==> config.mk <==
export PLATFORM = sky130hd
export DESIGN_NAME = qibn_front_flat
export DESIGN_NICKNAME = d
export VERILOG_FILES = /design/src/hw/rtl/qibn_pkg.sv /design/src/hw/rtl/qibn_in_if.sv /design/src/hw/rtl/qibn_front.sv /design/src/flat_wrapper.sv
export SDC_FILE = /design/constraint.sdc
export NUM_CORES = 2
export LEC_CHECK = 0
export BUFFER_PORTS_ARGS = -buffer_cell sky130_fd_sc_hd__buf_2
export CAP_MARGIN = 10
export CORE_MARGIN = 2
export CORE_UTILIZATION = 45
export CTS_CLUSTER_DIAMETER = 100
export DETAILED_ROUTE_END_ITERATION = 10
export PLACE_DENSITY = 0.61
export RECOVER_POWER = 50
export SYNTH_ARGS = -nofsm -noshare
export SYNTH_HDL_FRONTEND = slang
export SYNTH_SLANG_ARGS = --single-unit
==> constraint.sdc <==
create_clock -name clk -period 29.9 [get_ports clk]
set_input_delay 0 -clock clk [delete_from_list [all_inputs] [get_ports clk]]
set_output_delay 0 -clock clk [all_outputs]
set_load 0.005 [all_outputs]
==> src/hw/rtl/qibn_pkg.sv <==
// ----------------------------------------------------------------------------
// qibn_pkg
// Shared widths, codes and result types of the inverse bilinear Newton unit.
// ----------------------------------------------------------------------------
package qibn_pkg;

  localparam int CMD_W   = 3;
  localparam int AXIS_W  = 2;
  localparam int IT_W    = 7;
  localparam int TOL_W   = 16;
  localparam int ST_W    = 2;
  localparam int IDX_W   = 2;
  localparam int CDATA_W = 16;

  // Fixed-point datapath widths
  localparam int FRAC   = 30;           // Q2.30 fraction bits
  localparam int CF_W   = 25;           // normalized coefficient
  localparam int XI_W   = 32;           // xi, eta
  localparam int J_W    = 27;           // Jacobian entries
  localparam int XE_W   = 34;           // xi*eta in Q4.30
  localparam int F_W    = 29;           // residuals
  localparam int P1_W   = CF_W + XI_W;
  localparam int PXE_W  = 2 * XI_W;
  localparam int P3_W   = CF_W + XE_W;
  localparam int JM_W   = 2 * J_W;
  localparam int DET_W  = 2 * J_W + 1;
  localparam int NP_W   = J_W + F_W;
  localparam int NUM_W  = NP_W + 1;
  localparam int DIV_W  = DET_W + 3;
  localparam int QB     = FRAC + 3;     // quotient bits below saturation
  localparam int QM_W   = QB + 1;       // step magnitude, up to 2^33
  localparam int Q_W    = QM_W + 1;     // signed step

  localparam logic [CMD_W-1:0] CMD_LOAD0 = 3'd0;
  localparam logic [CMD_W-1:0] CMD_LOAD3 = 3'd3;
  localparam logic [CMD_W-1:0] CMD_SOLVE = 3'd4;

  localparam logic [AXIS_W-1:0] AXIS_X = 2'd0;
  localparam logic [AXIS_W-1:0] AXIS_Y = 2'd1;
  localparam logic [AXIS_W-1:0] AXIS_Z = 2'd2;

  localparam logic [ST_W-1:0] ST_CONVERGED = 2'd0;
  localparam logic [ST_W-1:0] ST_LIMIT     = 2'd1;
  localparam logic [ST_W-1:0] ST_SINGULAR  = 2'd2;

  localparam logic [IDX_W-1:0] CFG_MAX_ITER = 2'd0;
  localparam logic [IDX_W-1:0] CFG_TOL      = 2'd1;

  localparam logic [IT_W-1:0]  MAX_ITER_RST = 7'd100;
  localparam logic [TOL_W-1:0] TOL_RST      = 16'd1;

  typedef struct packed {
    logic [IT_W-1:0]  max_iter;
    logic [TOL_W-1:0] tol;
  } cfg_t;

  typedef struct packed {
    logic                  done;
    logic [QM_W-1:0]       mag;
    logic signed [Q_W-1:0] q;
  } div_res_t;

endpackage

==> src/hw/rtl/qibn_in_if.sv <==
// ----------------------------------------------------------------------------
// qibn_in_if
// Command channel: vertex loads and solve queries.
// ----------------------------------------------------------------------------
interface qibn_in_if #(parameter int COORD_WIDTH = 32);
  logic                          valid;
  logic                          ready;
  logic [2:0]                    command;
  logic signed [COORD_WIDTH-1:0] coord_x;
  logic signed [COORD_WIDTH-1:0] coord_y;
  logic signed [COORD_WIDTH-1:0] coord_z;
  logic [1:0]                    drop_axis;

  modport source (output valid, command, coord_x, coord_y, coord_z, drop_axis,
                  input ready);
  modport sink   (input valid, command, coord_x, coord_y, coord_z, drop_axis,
                  output ready);
endinterface

==> src/hw/rtl/qibn_front.sv <==
// ----------------------------------------------------------------------------
// qibn_front
// Stores quad vertices and turns each solve into eight bilinear coefficients.
// ----------------------------------------------------------------------------
module qibn_front import qibn_pkg::*; #(
  parameter int COORD_WIDTH = 32
) (
  input  logic                         clk,
  qibn_in_if.sink                      in,
  output logic                         push_valid,
  output logic [8*(COORD_WIDTH+3)-1:0] push_data,
  input  logic                         push_ready
);

  localparam int KW = COORD_WIDTH + 3;

  logic signed [COORD_WIDTH-1:0] vtx [4][3];
  logic [1:0] ax_u, ax_w;
  logic signed [COORD_WIDTH-1:0] pu, pw;
  logic signed [KW-1:0] k [8];

  assign in.ready   = push_ready;
  assign push_valid = in.valid && push_ready && (in.command == CMD_SOLVE);

  always_ff @(posedge clk) begin
    if (in.valid && in.ready && (in.command inside {[CMD_LOAD0:CMD_LOAD3]})) begin
      vtx[in.command[1:0]][0] <= in.coord_x;
      vtx[in.command[1:0]][1] <= in.coord_y;
      vtx[in.command[1:0]][2] <= in.coord_z;
    end
  end

  // remaining axes follow the dropped one cyclically
  always_comb begin
    case (in.drop_axis)
      AXIS_Y: begin
        ax_u = 2'd2; ax_w = 2'd0; pu = in.coord_z; pw = in.coord_x;
      end
      AXIS_Z: begin
        ax_u = 2'd0; ax_w = 2'd1; pu = in.coord_x; pw = in.coord_y;
      end
      default: begin
        ax_u = 2'd1; ax_w = 2'd2; pu = in.coord_y; pw = in.coord_z;
      end
    endcase
  end

  always_comb begin
    logic signed [KW-1:0] e0, e1, e2, e3, pp;
    logic [1:0] ax;
    for (int i = 0; i < 2; i++) begin
      ax = (i == 0) ? ax_u : ax_w;
      e0 = KW'(vtx[0][ax]);
      e1 = KW'(vtx[1][ax]);
      e2 = KW'(vtx[2][ax]);
      e3 = KW'(vtx[3][ax]);
      pp = (i == 0) ? KW'(pu) : KW'(pw);
      k[4*i]   = e0 + e1 + e2 + e3 - (pp <<< 2);
      k[4*i+1] = -e0 + e1 + e2 - e3;
      k[4*i+2] = -e0 - e1 + e2 + e3;
      k[4*i+3] = e0 - e1 + e2 - e3;
    end
    for (int n = 0; n < 8; n++) push_data[n*KW +: KW] = k[n];
  end

endmodule

==> src/flat_wrapper.sv <==
// flat-port wrapper written by rule: the top's interface ports become plain ports
module qibn_front_flat import qibn_pkg::*;
#(
  parameter int COORD_WIDTH = 32
)
  (clk, push_valid, push_data, push_ready, in_valid, in_command, in_coord_x, in_coord_y, in_coord_z, in_drop_axis, in_ready);
  qibn_in_if #(.COORD_WIDTH(COORD_WIDTH)) in_i ();
  input  logic clk;
  output logic push_valid;
  output logic [8*(COORD_WIDTH+3)-1:0] push_data;
  input  logic push_ready;
  input wire logic [$bits(in_i.valid)-1:0] in_valid;
  input wire logic [$bits(in_i.command)-1:0] in_command;
  input wire logic [$bits(in_i.coord_x)-1:0] in_coord_x;
  input wire logic [$bits(in_i.coord_y)-1:0] in_coord_y;
  input wire logic [$bits(in_i.coord_z)-1:0] in_coord_z;
  input wire logic [$bits(in_i.drop_axis)-1:0] in_drop_axis;
  output wire logic [$bits(in_i.ready)-1:0] in_ready;
  assign in_i.valid = in_valid;
  assign in_i.command = in_command;
  assign in_i.coord_x = in_coord_x;
  assign in_i.coord_y = in_coord_y;
  assign in_i.coord_z = in_coord_z;
  assign in_i.drop_axis = in_drop_axis;
  assign in_ready = in_i.ready;
  qibn_front #(.COORD_WIDTH(COORD_WIDTH)) u_core (.clk(clk), .in(in_i), .push_valid(push_valid), .push_data(push_data), .push_ready(push_ready));
endmodule
==> impl.org <==
** Timing
- Summed negative setup slack over all endpoints :: 0 ns
- Worst max-slew margin expressed relative to the limit :: -147%
- At the pin with the least slew margin, the transition time is 3.71 ns.
- Setup violations remaining at the end of the flow were counted as 0.
- Counting I/O delays and the setup requirement, the final critical path takes 9.34 ns.
- Fin. max-slew vios :: 202
- The count of final hold-check violations came to 0.
- After layout, the worst path uses 31.2% of the clock period.
- Unrepaired setup endpoints after global routing :: false
- FMAX :: 107 MHz

** Die
- From bottom edge to top edge, the die measures 337 um.
- The floorplan step defined a die boundary enclosing 114,000 um2.
- The initial utilization of the core area, before any placement, comes to 45.3%.
- Core area :: 111,000 um2
- 386 I/O pins were placed.
- Std cell rows :: 122
- In this run the horizontal extent of the chip is 337 um.

** Yosys
- Library cell with the highest instance count after synthesis :: inv_1
- Net Count, Synth :: 6,374
- After synthesis, the netlist uses 87 different library cells.
- Yosys warning total :: 0
- Most frequent cells after synthesis :: 838 x inv_1, 460 x fa_1, 442 x a21oi_1, 427 x ha_1, 423 x nor2_1
- Of the post-synthesis cell area, the dominant cell type holds 23.0%.
- The cell count after synthesis came out at 5,383.
- For this run, the leading register cell type out of synthesis is edfxtp_1.
- edfxtp_1 takes more of the synthesized area than any other cell.
- Sorting the synthesized cells by area gives the leading types as edfxtp_1 23%, fa_1 18%, ha_1 11%.
- Async set-or-reset flop fraction in the synthesized netlist :: 0%
- Count of state elements after synthesis :: 384
- Combined area of all synthesized cells :: 50,000 um2
- Count of flip-flops with a built-in enable after synthesis :: 384
- Sequential cells were found to cover 23.0% of the synthesized design area.
- Synthesized area divided by synthesized cell count :: 9.29 um2

** Status
- Status :: finished, violations left
- Failing checks :: max-capacitance violations, max-slew violations

** Critical path
- Startpoint-to-endpoint class of the critical path :: primary input to output pin
- Worst-path maximum fanout :: 56
- Data required time at the worst endpoint :: 29.90 ns
- Sum of buffers and inverters on the critical path :: 7
- STA classifies the critical path startpoint as a primary input.
- Data arrives at the worst endpoint at 9.34 ns.
- Cell repeated most along the worst path :: ha_1
- Grouping stages by cell kind, the critical path spends the most delay in compound AO/OA/AOI/OAI gates.
- The slowest stage of the critical path belongs to the cell a311oi_1.
- Critical Path Max Stage Delay :: 0.83 ns
- STA classifies the critical path endpoint as an output pin.

** Routing
- Antenna-violating nets left :: 0
- Wire length after detailed routing :: 154,000 um
- The routed layout has 40.7k vias.
- Average routed wire per standard cell :: 21.1 um
- The first routing iteration left 3,839 violations.
- Using the TritonRoute via totals, the vias-per-cell ratio works out to 5.55.
- Before antenna repair, the detailed router went through 6 iterations.
- For this run, design rule violations remaining after detail routing come to 0.

** Clock network
- CTS H-Tree Depth :: 1
- Clock root buffer master :: clkbuf_16
- Number of resized instances in the post-cts repair step :: 0
- After clock tree synthesis, the flow added hold-fix buffers numbering 96.
- Maximum count of clock buffers along a single path :: 3
- Clock tree from TritonCTS :: built
- Number of sinks on the clock net :: 384
- Post-CTS Setup Inserts :: 0
- Cts bufs inserted :: 30

** Placed design
- Buffers added on ports :: 385
- Final HPWL from detailed placement :: 127,000 um
- Dpl cells :: 7,160
- The congestion estimate from routability-driven global placement came to 0.954.

** Final layout
- Fraction of final layout cells with drive strength greater than 1 :: 7.40%
- Number of nets in the layout :: 6,791
- Max FFs per register :: 384
- Non-filler cells in the finished layout :: 7,330
- Area added between synthesis and finish :: 10.9%

** GRT
- Entering global routing, the biggest net connects 204 pins.
- Number of global-route vias before repair :: 39.9k
- The first global-routing pass estimated 232,000 um of wire.
- Aggregate global routing overflow :: 0
- Initial antenna violation count :: 27
- Global routing consumed, over all layers together, 26.7% of the routing resources.

** Min path
- For hold timing, the worst endpoint is in_ready.
- Hold path cells :: 2
- The worst hold path belongs to the class primary input to output pin.
- The worst hold path begins at push_ready.

** Power and ir drop
- Across the VDD grid, the largest voltage drop is 0.0000827 V.
- Pwr/cell area :: 122 nW/um2
- In this run the static leakage power is 25.6 nW.

** Flow run
- Max-cap violations in this run came to 5.
==> cell type report <==
class                           instances  area (um2)
Tap cell                             1488        1860
Clock inverter                         21         294
Sequential cell                       384       11500
Antenna cell                           18        45.0
Fill cell                           10600       55100
Timing Repair Buffer                  519        3050
Multi-Input combinational cell       4027       34800
Inverter                              838        3150
Clock buffer                           35         791
==> kinds of logic (layout without fill, tap and decap cells) <==
kind of cell | count (synthesis) | in the layout | share of synthesized area (%)
buffers and inverters | 972 | 1413 | 7.62
and+or+nand+nor | 1088 | 1088 | 10.0
DFF | 384 | 384 | 23.0
AOI/OAI and AO/OA | 1372 | 1372 | 17.6
adders and majority gates | 887 | 887 | 29.1
muxes | 258 | 258 | 5.17
other | 0 | 18 | 0
xor gates and xnor gates | 422 | 422 | 7.42
==> through the flow <==
step	setup WS [ns]	hold WS [ns]	area [um2]	total power, mW	utilization (%)
2_1_floorplan	19.15	0.0334	50000	4.21	-
3_3_place_gp	20.82	0.180	53500	6.25	48.4
3_5_place_dp	20.68	0.181	53500	6.28	48.4
4_1_cts	20.68	0.0933	55600	6.77	50.3
5_1_grt	19.84	0.183	55400	7.37	50.2
6_report	20.56	0.179	55500	6.77	50.2
==> cell usage in the layout, fill, tap and decap left out, types with 65 or more instances in the layout <==
| cell type | synthesis | routed |
|---|---|---|
| inv_1 | 838 | 838 |
| fa_1 | 460 | 460 |
| a21oi_1 | 442 | 442 |
| ha_1 | 427 | 424 |
| nor2_1 | 423 | 423 |
| edfxtp_1 | 384 | 384 |
| xnor2_1 | 314 | 314 |
| buf_2 | 19 | 288 |
| a21o_1 | 277 | 277 |
| nand2_1 | 274 | 274 |
| mux2i_1 | 257 | 257 |
| o21ai_0 | 183 | 182 |
| xor2_1 | 106 | 106 |
| clkbuf_1 | 80 | 106 |
| dlygate4sd3_1 | 0 | 96 |
| nand3_1 | 77 | 77 |
| o22ai_1 | 67 | 67 |
| a22oi_1 | 65 | 65 |
==> worst max-delay path by stage <==
stage | start | end | slack (ns) | depth (start not counted)
finish | in_drop_axis[0] | push_data[164] | 20.56 | 34
CTS | in_drop_axis[0] | push_data[164] | 20.68 | 34
floorplan | in_valid | u_core.vtx[1][0] | 19.15 | 2
global route | in_drop_axis[0] | push_data[162] | 19.84 | 33
detailed placement | in_drop_axis[0] | push_data[164] | 20.68 | 34
global placement | in_drop_axis[0] | push_data[173] | 20.82 | 33
==> layer usage <==
layer	GRT usage [%]	part of all wire (%)
met1	41.3	48
met2	39.8	42
met3	2.69	7.0
met4	6.38	2.4
met5	0	0.11
==> power by group <==
part | internal [mW] | switching (mW) | total (mW)
registers | 0.603 | 0.00494 | 0.608
logic | 2.39 | 3.31 | 5.71
clock network | 0.252 | 0.196 | 0.447
total | 3.25 | 3.52 | 6.76
Power figures use the tool's default switching activity.
