[src/hw/rtl/qibn_queue.sv]
// ----------------------------------------------------------------------------
// qibn_queue
// Two-entry job queue between the front and the solver.
// ----------------------------------------------------------------------------
module qibn_queue #(
  parameter int W = 280
) (
  input  logic         clk,
  input  logic         rst,
  input  logic         push_valid,
  input  logic [W-1:0] push_data,
  output logic         push_ready,
  output logic         pop_valid,
  output logic [W-1:0] pop_data,
  input  logic         pop
);

  logic [W-1:0] mem [2];
  logic wp, rp;
  logic [1:0] count;

  assign push_ready = (count != 2'd2);
  assign pop_valid  = (count != 2'd0);
  assign pop_data   = mem[rp];

  always_ff @(posedge clk) begin
    if (push_valid && push_ready) mem[wp] <= push_data;
  end

  always_ff @(posedge clk) begin
    if (rst) begin
      wp    <= 1'b0;
      rp    <= 1'b0;
      count <= 2'd0;
    end else begin
      if (push_valid && push_ready) wp <= ~wp;
      if (pop && pop_valid) rp <= ~rp;
      count <= count + 2'(push_valid && push_ready) - 2'(pop && pop_valid);
    end
  end

endmodule

[config.mk]
export PLATFORM = sky130hd
export DESIGN_NAME = qibn_queue
export DESIGN_NICKNAME = d
export VERILOG_FILES = /design/src/hw/rtl/qibn_queue.sv
export SDC_FILE = /design/constraint.sdc
export NUM_CORES = 1
export LEC_CHECK = 0
export ABC_AREA = 1
export BUFFER_PORTS_ARGS = -buffer_cell sky130_fd_sc_hd__buf_2
export CORE_UTILIZATION = 25
export DETAILED_ROUTE_END_ITERATION = 12
export SETUP_SLACK_MARGIN = 0.02
export SLEW_MARGIN = 10
export SYNTH_ARGS = -nofsm -noshare
export SYNTH_HDL_FRONTEND = slang
export SYNTH_SLANG_ARGS = --single-unit
export TNS_END_PERCENT = 5
[constraint.sdc]
create_clock -name clk -period 20.5 [get_ports clk]
set_input_delay 2.05 -clock clk [delete_from_list [all_inputs] [get_ports clk]]
set_output_delay 2.05 -clock clk [all_outputs]
set_load 0.005 [all_outputs]
==> flow_metrics.tcl, run 1 <==
set metrics [dict create \
    synth_seq_cells 565 \
    drt_iter0_drc 433 \
    startpoint_type "register" \
    hold_buffers 0 \
    final_antenna_net_count 0 \
    pwr_cell_area_nw_per_um2 120 \
    gp_congestion 0.794 \
    worst_hold_path_type "register to register" \
    design.final.nets 1800 \
    synth_top_area_share_pct 79.1 \
    syn_to_final_growth_pct 28.2 \
    clk_pin_slew_worst_paths_ns 0.06 \
    finalWorstPathRequiredPeriod_ns 5.93 \
    final_min_period_over_clock_period_pct 28.9 \
    endpoint_of_the_lowest_slack_register_to_register_path "mem[0][118]" \
    height_of_the_die_um 294 \
    drc 0 \
    first_global_vias 11300 \
    cts_tree "done" \
    cts_htree_levels 2 \
    io_buffer_count 565 \
    final_common_cell "sky130_fd_sc_hd__buf_2" \
    synth_seq_area_share_pct 79.6 \
    worst_slew_pin_slew_ns 1.27 \
    final_cell_mix "sky130_fd_sc_hd__buf_2 (565), sky130_fd_sc_hd__edfxtp_1 (560), sky130_fd_sc_hd__mux2_4 (200)" \
    clock-skew-final_ns 0.0171 \
    wl_um 47800 \
    criticalPathCategory "register to output port" \
    timing.reg2reg.worst_path_depth 6 \
    regToRegSetupSlack_ns 16.98 \
    synth_largest_area_cell "sky130_fd_sc_hd__edfxtp_1" \
    final_layout_size_suffix_gt1_share_pct 60.9 \
    clock_insertion_delay_at_the_later_pin_of_the_skew_report_ns 0.60 \
    cts_root_buffer "sky130_fd_sc_hd__clkbuf_16" \
    place.detailed.hpwl_um 33200 \
    global_route.overflow_total 0 \
    synthesized_netlist_net_count 1194 \
    drt_pass1_iterations 4 \
    n_fill_cell 8094 \
    yosys_warnings 0 \
    synthesized_area_divided_by_synthesized_cell_count_sq_um 23.4 \
    cp_data_arrival_time_ns 3.88 \
    holdPathStages 2 \
    cts.repair_timing.setup_buffer_count 0 \
    kind_of_capture_point_of_the_worst_setup_path "output port" \
    std_cell_rows 106 \
    maximum_number_of_pins_on_one_net_before_global_route_repair 124 \
    irDropWorstVdd_mv 0.0928 \
    num_io_pins 566 \
    outcome "complete, no violations" \
    min_from "rp" \
    via_count 10700 \
    die_area_sq_um 86200 \
    slew-limit-headroom_pct 15.0 \
    grt_setup_unrepaired "no" \
    via_per_inst 3.94 \
    timing.setup.tns_ns 0 \
    max_cap_viol_count 0 \
    antenna_found_initial 14 \
    die_w_um 294 \
    slew_violations 0 \
    cp_max_fo 61 \
    clock.fmax_ghz 0.169 \
    timing.critical_path.required_ns 18.45 \
    cts_inserted_buffers 60 \
    ctsResizeCount 0 \
    setup_viol 0 \
    synthesized_instance_count 908 \
    initial_core_utilization_pct 25.3 \
    fin_worst_hold_slack_ns 0.535 \
    timing_hold_violations_final 0 \
    syn_area_sq_um 21300 \
    tritoncts_sink_count 565 \
    synth.top_cells.by_area "sky130_fd_sc_hd__edfxtp_1 (79%), sky130_fd_sc_hd__mux2_4 (14%), sky130_fd_sc_hd__mux2_2 (4.2%)" \
    core_sq_um 84000 \
    grt_pass1_wl_um 67900 \
    p_leak_nw 10.3 \
    route.detailed.wl_per_inst_um 17.6 \
    rr_startpoint "count[0]" \
    cts_buffer_depth 3 \
    ys_types 12 \
    grt_util_all_layers_pct 10.4 \
]
## layout make-up
| type | instances | area [sq um] | share of cell area (%) |
|---|---|---|---|
| diodes | 14 | 35.0 | 0.129 |
| clock buffers | 70 | 1560 | 5.73 |
| multi-input cells | 304 | 4030 | 14.8 |
| inverters | 8 | 37.5 | 0.138 |
| flip-flops and latches | 565 | 16900 | 62.1 |
| clock inverters | 40 | 340 | 1.25 |
| well taps | 1134 | 1420 | 5.21 |
| repair buffers | 575 | 2920 | 10.7 |
## where the power goes
group,switching [W],internal [W]
logic,0.000338,0.000379
clock network,0.000435,0.000606
registers,0.0000528,0.00146
## through the flow
| step | total power [W] | instances | setup WS (ns) | util (%) | instance area [sq um] |
|---|---|---|---|---|---|
| 2_1_floorplan | 0.00204 | 908 | 5.86 | - | 21300 |
| 3_3_place_gp | 0.00225 | 2586 | 15.25 | 30.2 | 25300 |
| 3_5_place_dp | 0.00227 | 2586 | 15.16 | 30.2 | 25300 |
| 4_1_cts | 0.00333 | 2696 | 14.48 | 32.4 | 27200 |
| 5_1_grt | 0.00342 | 2707 | 14.35 | 32.5 | 27200 |
| 6_report | 0.00328 | 2710 | 14.57 | 32.5 | 27300 |
## worst max path at each step
stage	startpoint	to	slack, ns
after floorplan	push_valid	mem[0][0]	5.86
after global routing	register	pop_data[72]	14.35
final	register	pop_data[71]	14.57
after detailed placement	register	pop_data[72]	15.16
after CTS	register	pop_data[72]	14.48
after global placement	register	pop_data[72]	15.25
## synthesized netlist by cell type (all sizes together)
cell type / n
buf: 31
edfxtp: 560
nand2: 8
nand3: 3
dfxtp: 5
inv: 8
mux2: 280
nor2: 9
ha: 2
a21oi: 2
## worst max-delay path, cell delays in order (launching register included)
cell,delay (ns)
sky130_fd_sc_hd__dfxtp_4,0.80
sky130_fd_sc_hd__buf_4,0.83
sky130_fd_sc_hd__buf_4,0.87
sky130_fd_sc_hd__mux2_2,0.43
sky130_fd_sc_hd__buf_2,0.13
## flip-flops by register name, summed over array words and instances (netlist names), named ones only
name   count
wp         1
mem      560
rp         1
count      2
## cells by family (layout without fill, tap and decap cells)
family,Yosys count,after routing,share of synthesized area [%]
DFF,565,565,79.6
muxes,280,280,18.4
buffers and inverters,39,693,1.55
and+or+nand+nor,20,20,0.371
adders and majority gates,2,2,0.118
AOI/OAI and AO/OA,2,2,0.0471
other,0,14,0
## routing by layer
metal	routed length, um	vias up	GRT usage, %
met2	25600	386	18.9
met5	18	-	0
li1	-	4850	-
met3	3530	115	3.42
met4	1890	2	5.54
met1	16800	5332	10.5
Power figures use the tool's default switching activity.
==> run 2, diff against run 1 <==
ABC_AREA = 0   (was 1)
clock period = 4.9 ns   (was 20.5 ns; I/O delays follow)
==> run 2 against run 1 <==
Effect of this change: highest routed layer unchanged; total power grew to 4.3 times the previous value; design area increased by 1.2%; cell count is essentially flat; largest power group unchanged.
==> flow_metrics.tcl, run 2 <==
set metrics [dict create \
    pwr_cell_area_nw_per_um2 509 \
    largest_register_ffs 560 \
    worst_slew_pin_slew_ns 0.941 \
    global_route.overflow_total 0 \
    ys_types 18 \
    synthesized_netlist_net_count 1181 \
    cts_inserted_buffers 59 \
    grt_util_all_layers_pct 10.2 \
    critPathMaxStageDelay_ns 0.86 \
    reg.largest.list "mem: 560 flops, count: 2 flops" \
    cts.repair_timing.setup_buffer_count 0 \
    height_of_the_die_um 294 \
    num_io_pins 566 \
    netSwitchingPower_w 0.00346 \
    timing_hold_violations_final 0 \
    irDropWorstVdd_mv 0.319 \
    regToRegSetupSlack_ns 2.64 \
    endpoint_of_the_lowest_slack_register_to_register_path "mem[1][197]" \
    tritoncts_sink_count 565 \
    internal-power_w 0.0106 \
    synth_top_area_share_pct 79.1 \
    die_area_sq_um 86200 \
    placement_stage_worst_setup_slack_ns 2.38 \
    place.detailed.hpwl_um 32700 \
    syn_area_sq_um 21200 \
    final_antenna_net_count 0 \
    drt_pass1_iterations 6 \
    slew-limit-headroom_pct 37.2 \
    cts_buffer_depth 3 \
    wl_um 46200 \
    via_count 10600 \
    power_switching_share_pct 24.7 \
    min_to "mem[1][50]" \
    via_per_inst 3.90 \
    timing.reg2reg.worst_path_depth 3 \
    final_layout_size_suffix_gt1_share_pct 61.8 \
    cpLargestDelayFamily "flip-flops" \
    cts_root_buffer "sky130_fd_sc_hd__clkbuf_16" \
    synth_ff_type "sky130_fd_sc_hd__edfxtp_1" \
    clock.fmax_ghz 0.322 \
    power_frac_comb_pct 22.3 \
    std_cell_rows 106 \
    ctsResizeCount 0 \
    p_leak_nw 10.4 \
    max_cap_viol_count 0 \
    fin_ws_ns 1.80 \
    crit_path_cell_trace "buf_12 -> mux2_4 -> buf_2" \
    cts_tree "done" \
    holdPathStages 1 \
    drt_iter0_drc 371 \
    cp_data_arrival_time_ns 2.61 \
    gp_congestion 0.754 \
    rr_startpoint "count[0]" \
    antenna_found_initial 11 \
    initial_core_utilization_pct 25.3 \
    grt_setup_unrepaired "no" \
    startpoint_type "register" \
    synthesized_area_divided_by_synthesized_cell_count_sq_um 23.7 \
    synth_seq_area_share_pct 79.6 \
    worst_hold_path_type "input pin to register" \
    clock_insertion_delay_at_the_later_pin_of_the_skew_report_ns 0.60 \
    totalPowerFinal_w 0.0140 \
    min_from "push_data[50]" \
    io_buffer_count 565 \
    setup_viol 0 \
    synth.top_cells.by_area "sky130_fd_sc_hd__edfxtp_1 (79%), sky130_fd_sc_hd__mux2_4 (14%), sky130_fd_sc_hd__mux2_2 (4.2%)" \
    cts_htree_levels 2 \
    final_common_cell "sky130_fd_sc_hd__buf_2" \
    finalWorstPathRequiredPeriod_ns 3.10 \
    critical_path_buffers_and_inverters 2 \
    slew_violations 0 \
    synth.most_common_cell "sky130_fd_sc_hd__edfxtp_1" \
    p_seq_share_pct 44.7 \
    number_of_flops_mapped_to_enable_cells_by_yosys 560 \
    grt_pass1_wl_um 67300 \
    yosys_warnings 0 \
    hold_buffers 0 \
    synth_async_sr_flop_share_pct 0 \
    core_sq_um 83800 \
    clock-skew-final_ns 0.0156 \
    die_w_um 294 \
    drc 0 \
    timing.critical_path.required_ns 4.41 \
    outcome "complete, no violations" \
    synthesized_instance_count 895 \
    synth_seq_cells 565 \
    kind_of_capture_point_of_the_worst_setup_path "output port" \
    criticalPathCategory "register to output port" \
    synth_largest_area_cell "sky130_fd_sc_hd__edfxtp_1" \
    final_cell_mix "sky130_fd_sc_hd__buf_2 (565), sky130_fd_sc_hd__edfxtp_1 (560), sky130_fd_sc_hd__mux2_4 (200)" \
    clk_pin_slew_worst_paths_ns 0.06 \
    p_clk_share_pct 33.0 \
    syn_to_final_growth_pct 29.8 \
    crit_slowest_cell "sky130_fd_sc_hd__dfxtp_4" \
    first_global_vias 11500 \
    maximum_number_of_pins_on_one_net_before_global_route_repair 116 \
    ys_top_cells_by_count "sky130_fd_sc_hd__edfxtp_1 (560), sky130_fd_sc_hd__mux2_4 (200), sky130_fd_sc_hd__mux2_2 (80), sky130_fd_sc_hd__buf_6 (23), sky130_fd_sc_hd__buf_2 (8)" \
    design.final.nets 1806 \
    cp_max_fo 75 \
    route.detailed.wl_per_inst_um 17.0 \
    final_min_period_over_clock_period_pct 63.3 \
    top_register "mem" \
]
[run 2: cell count changes in the layout (fill, tap and decap cells not counted), sizes merged, moves of 6 or more]
cell / delta
clkinv: -6
diode: -8
inv: -7
bufinv: +7
nand2: -7
buf: +20
[run 2: worst max path at each step]
stage | startpoint | to | slack, ns | cells after the start
floorplan | push_valid | mem[0][0] | -0.19 | 2
global placement | register | pop_data[10] | 2.41 | 3
detailed placement | register | pop_data[13] | 2.38 | 3
CTS | register | pop_data[13] | 1.71 | 3
global route | register | pop_data[13] | 1.66 | 3
finish | register | pop_data[165] | 1.80 | 3
[run 2: worst reg2reg max path, stage by stage, from the launching register on]
cell and delay, ns:
sky130_fd_sc_hd__dfxtp_2 0.35, sky130_fd_sc_hd__nand2b_4 0.15, sky130_fd_sc_hd__and3_4 0.80, sky130_fd_sc_hd__buf_12 0.46
[run 2: cells by family after synthesis]
| group | synth area share (%) |
|---|---|
| buffers and inverters | 1.43 |
| AOI/OAI and AO/OA | 0.0353 |
| and+or+nand+nor | 0.253 |
| adders and majority gates | 0.118 |
| xor gates and xnor gates | 0.124 |
| muxes | 18.4 |
| DFF | 79.6 |
[run 2: metal layers]
metal,wire length (um),up-vias,global-route usage (%)
met1,16900,5238,10.8
li1,-,4841,-
met3,4300,81,4.17
met2,23800,400,18.1
met4,1140,10,3.35
met5,79,-,0
[run 2: final cells by class]
class / count / area, sq um
antenna: 6 / 15.0
timing repair buffer: 595 / 3140
multi-input combinational: 298 / 4060
tap: 1134 / 1420
fill: 8144 / 56200
sequential: 565 / 16900
inverter: 1 / 3.75
clock inverter: 44 / 526
clock buffer: 65 / 1500
[run 2: power by group through the flow]
| stage | logic [W] | registers (W) | clock network [W] |
|---|---|---|---|
| 2_1_floorplan | 0.00202 | 0.00637 | 0 |
| 3_3_place_gp | 0.00315 | 0.00637 | 0 |
| 3_5_place_dp | 0.00318 | 0.00640 | 0 |
| 4_1_cts | 0.00320 | 0.00630 | 0.00478 |
| 5_1_grt | 0.00336 | 0.00634 | 0.00495 |
| 6_report | 0.00313 | 0.00628 | 0.00463 |
[run 2: through the flow]
stage               utilization [%]  setup TNS (ns)  hold WS (ns)  area [sq um]  instances
finish                         32.9               0        0.0698         27600       2708
global placement               30.5               0         0.498         25500       2593
floorplan                         -          -53.93         0.481         21300        895
CTS                            32.9               0       0.00792         27600       2702
global route                   32.9               0        0.0208         27600       2707
detailed placement             30.5               0         0.518         25500       2593
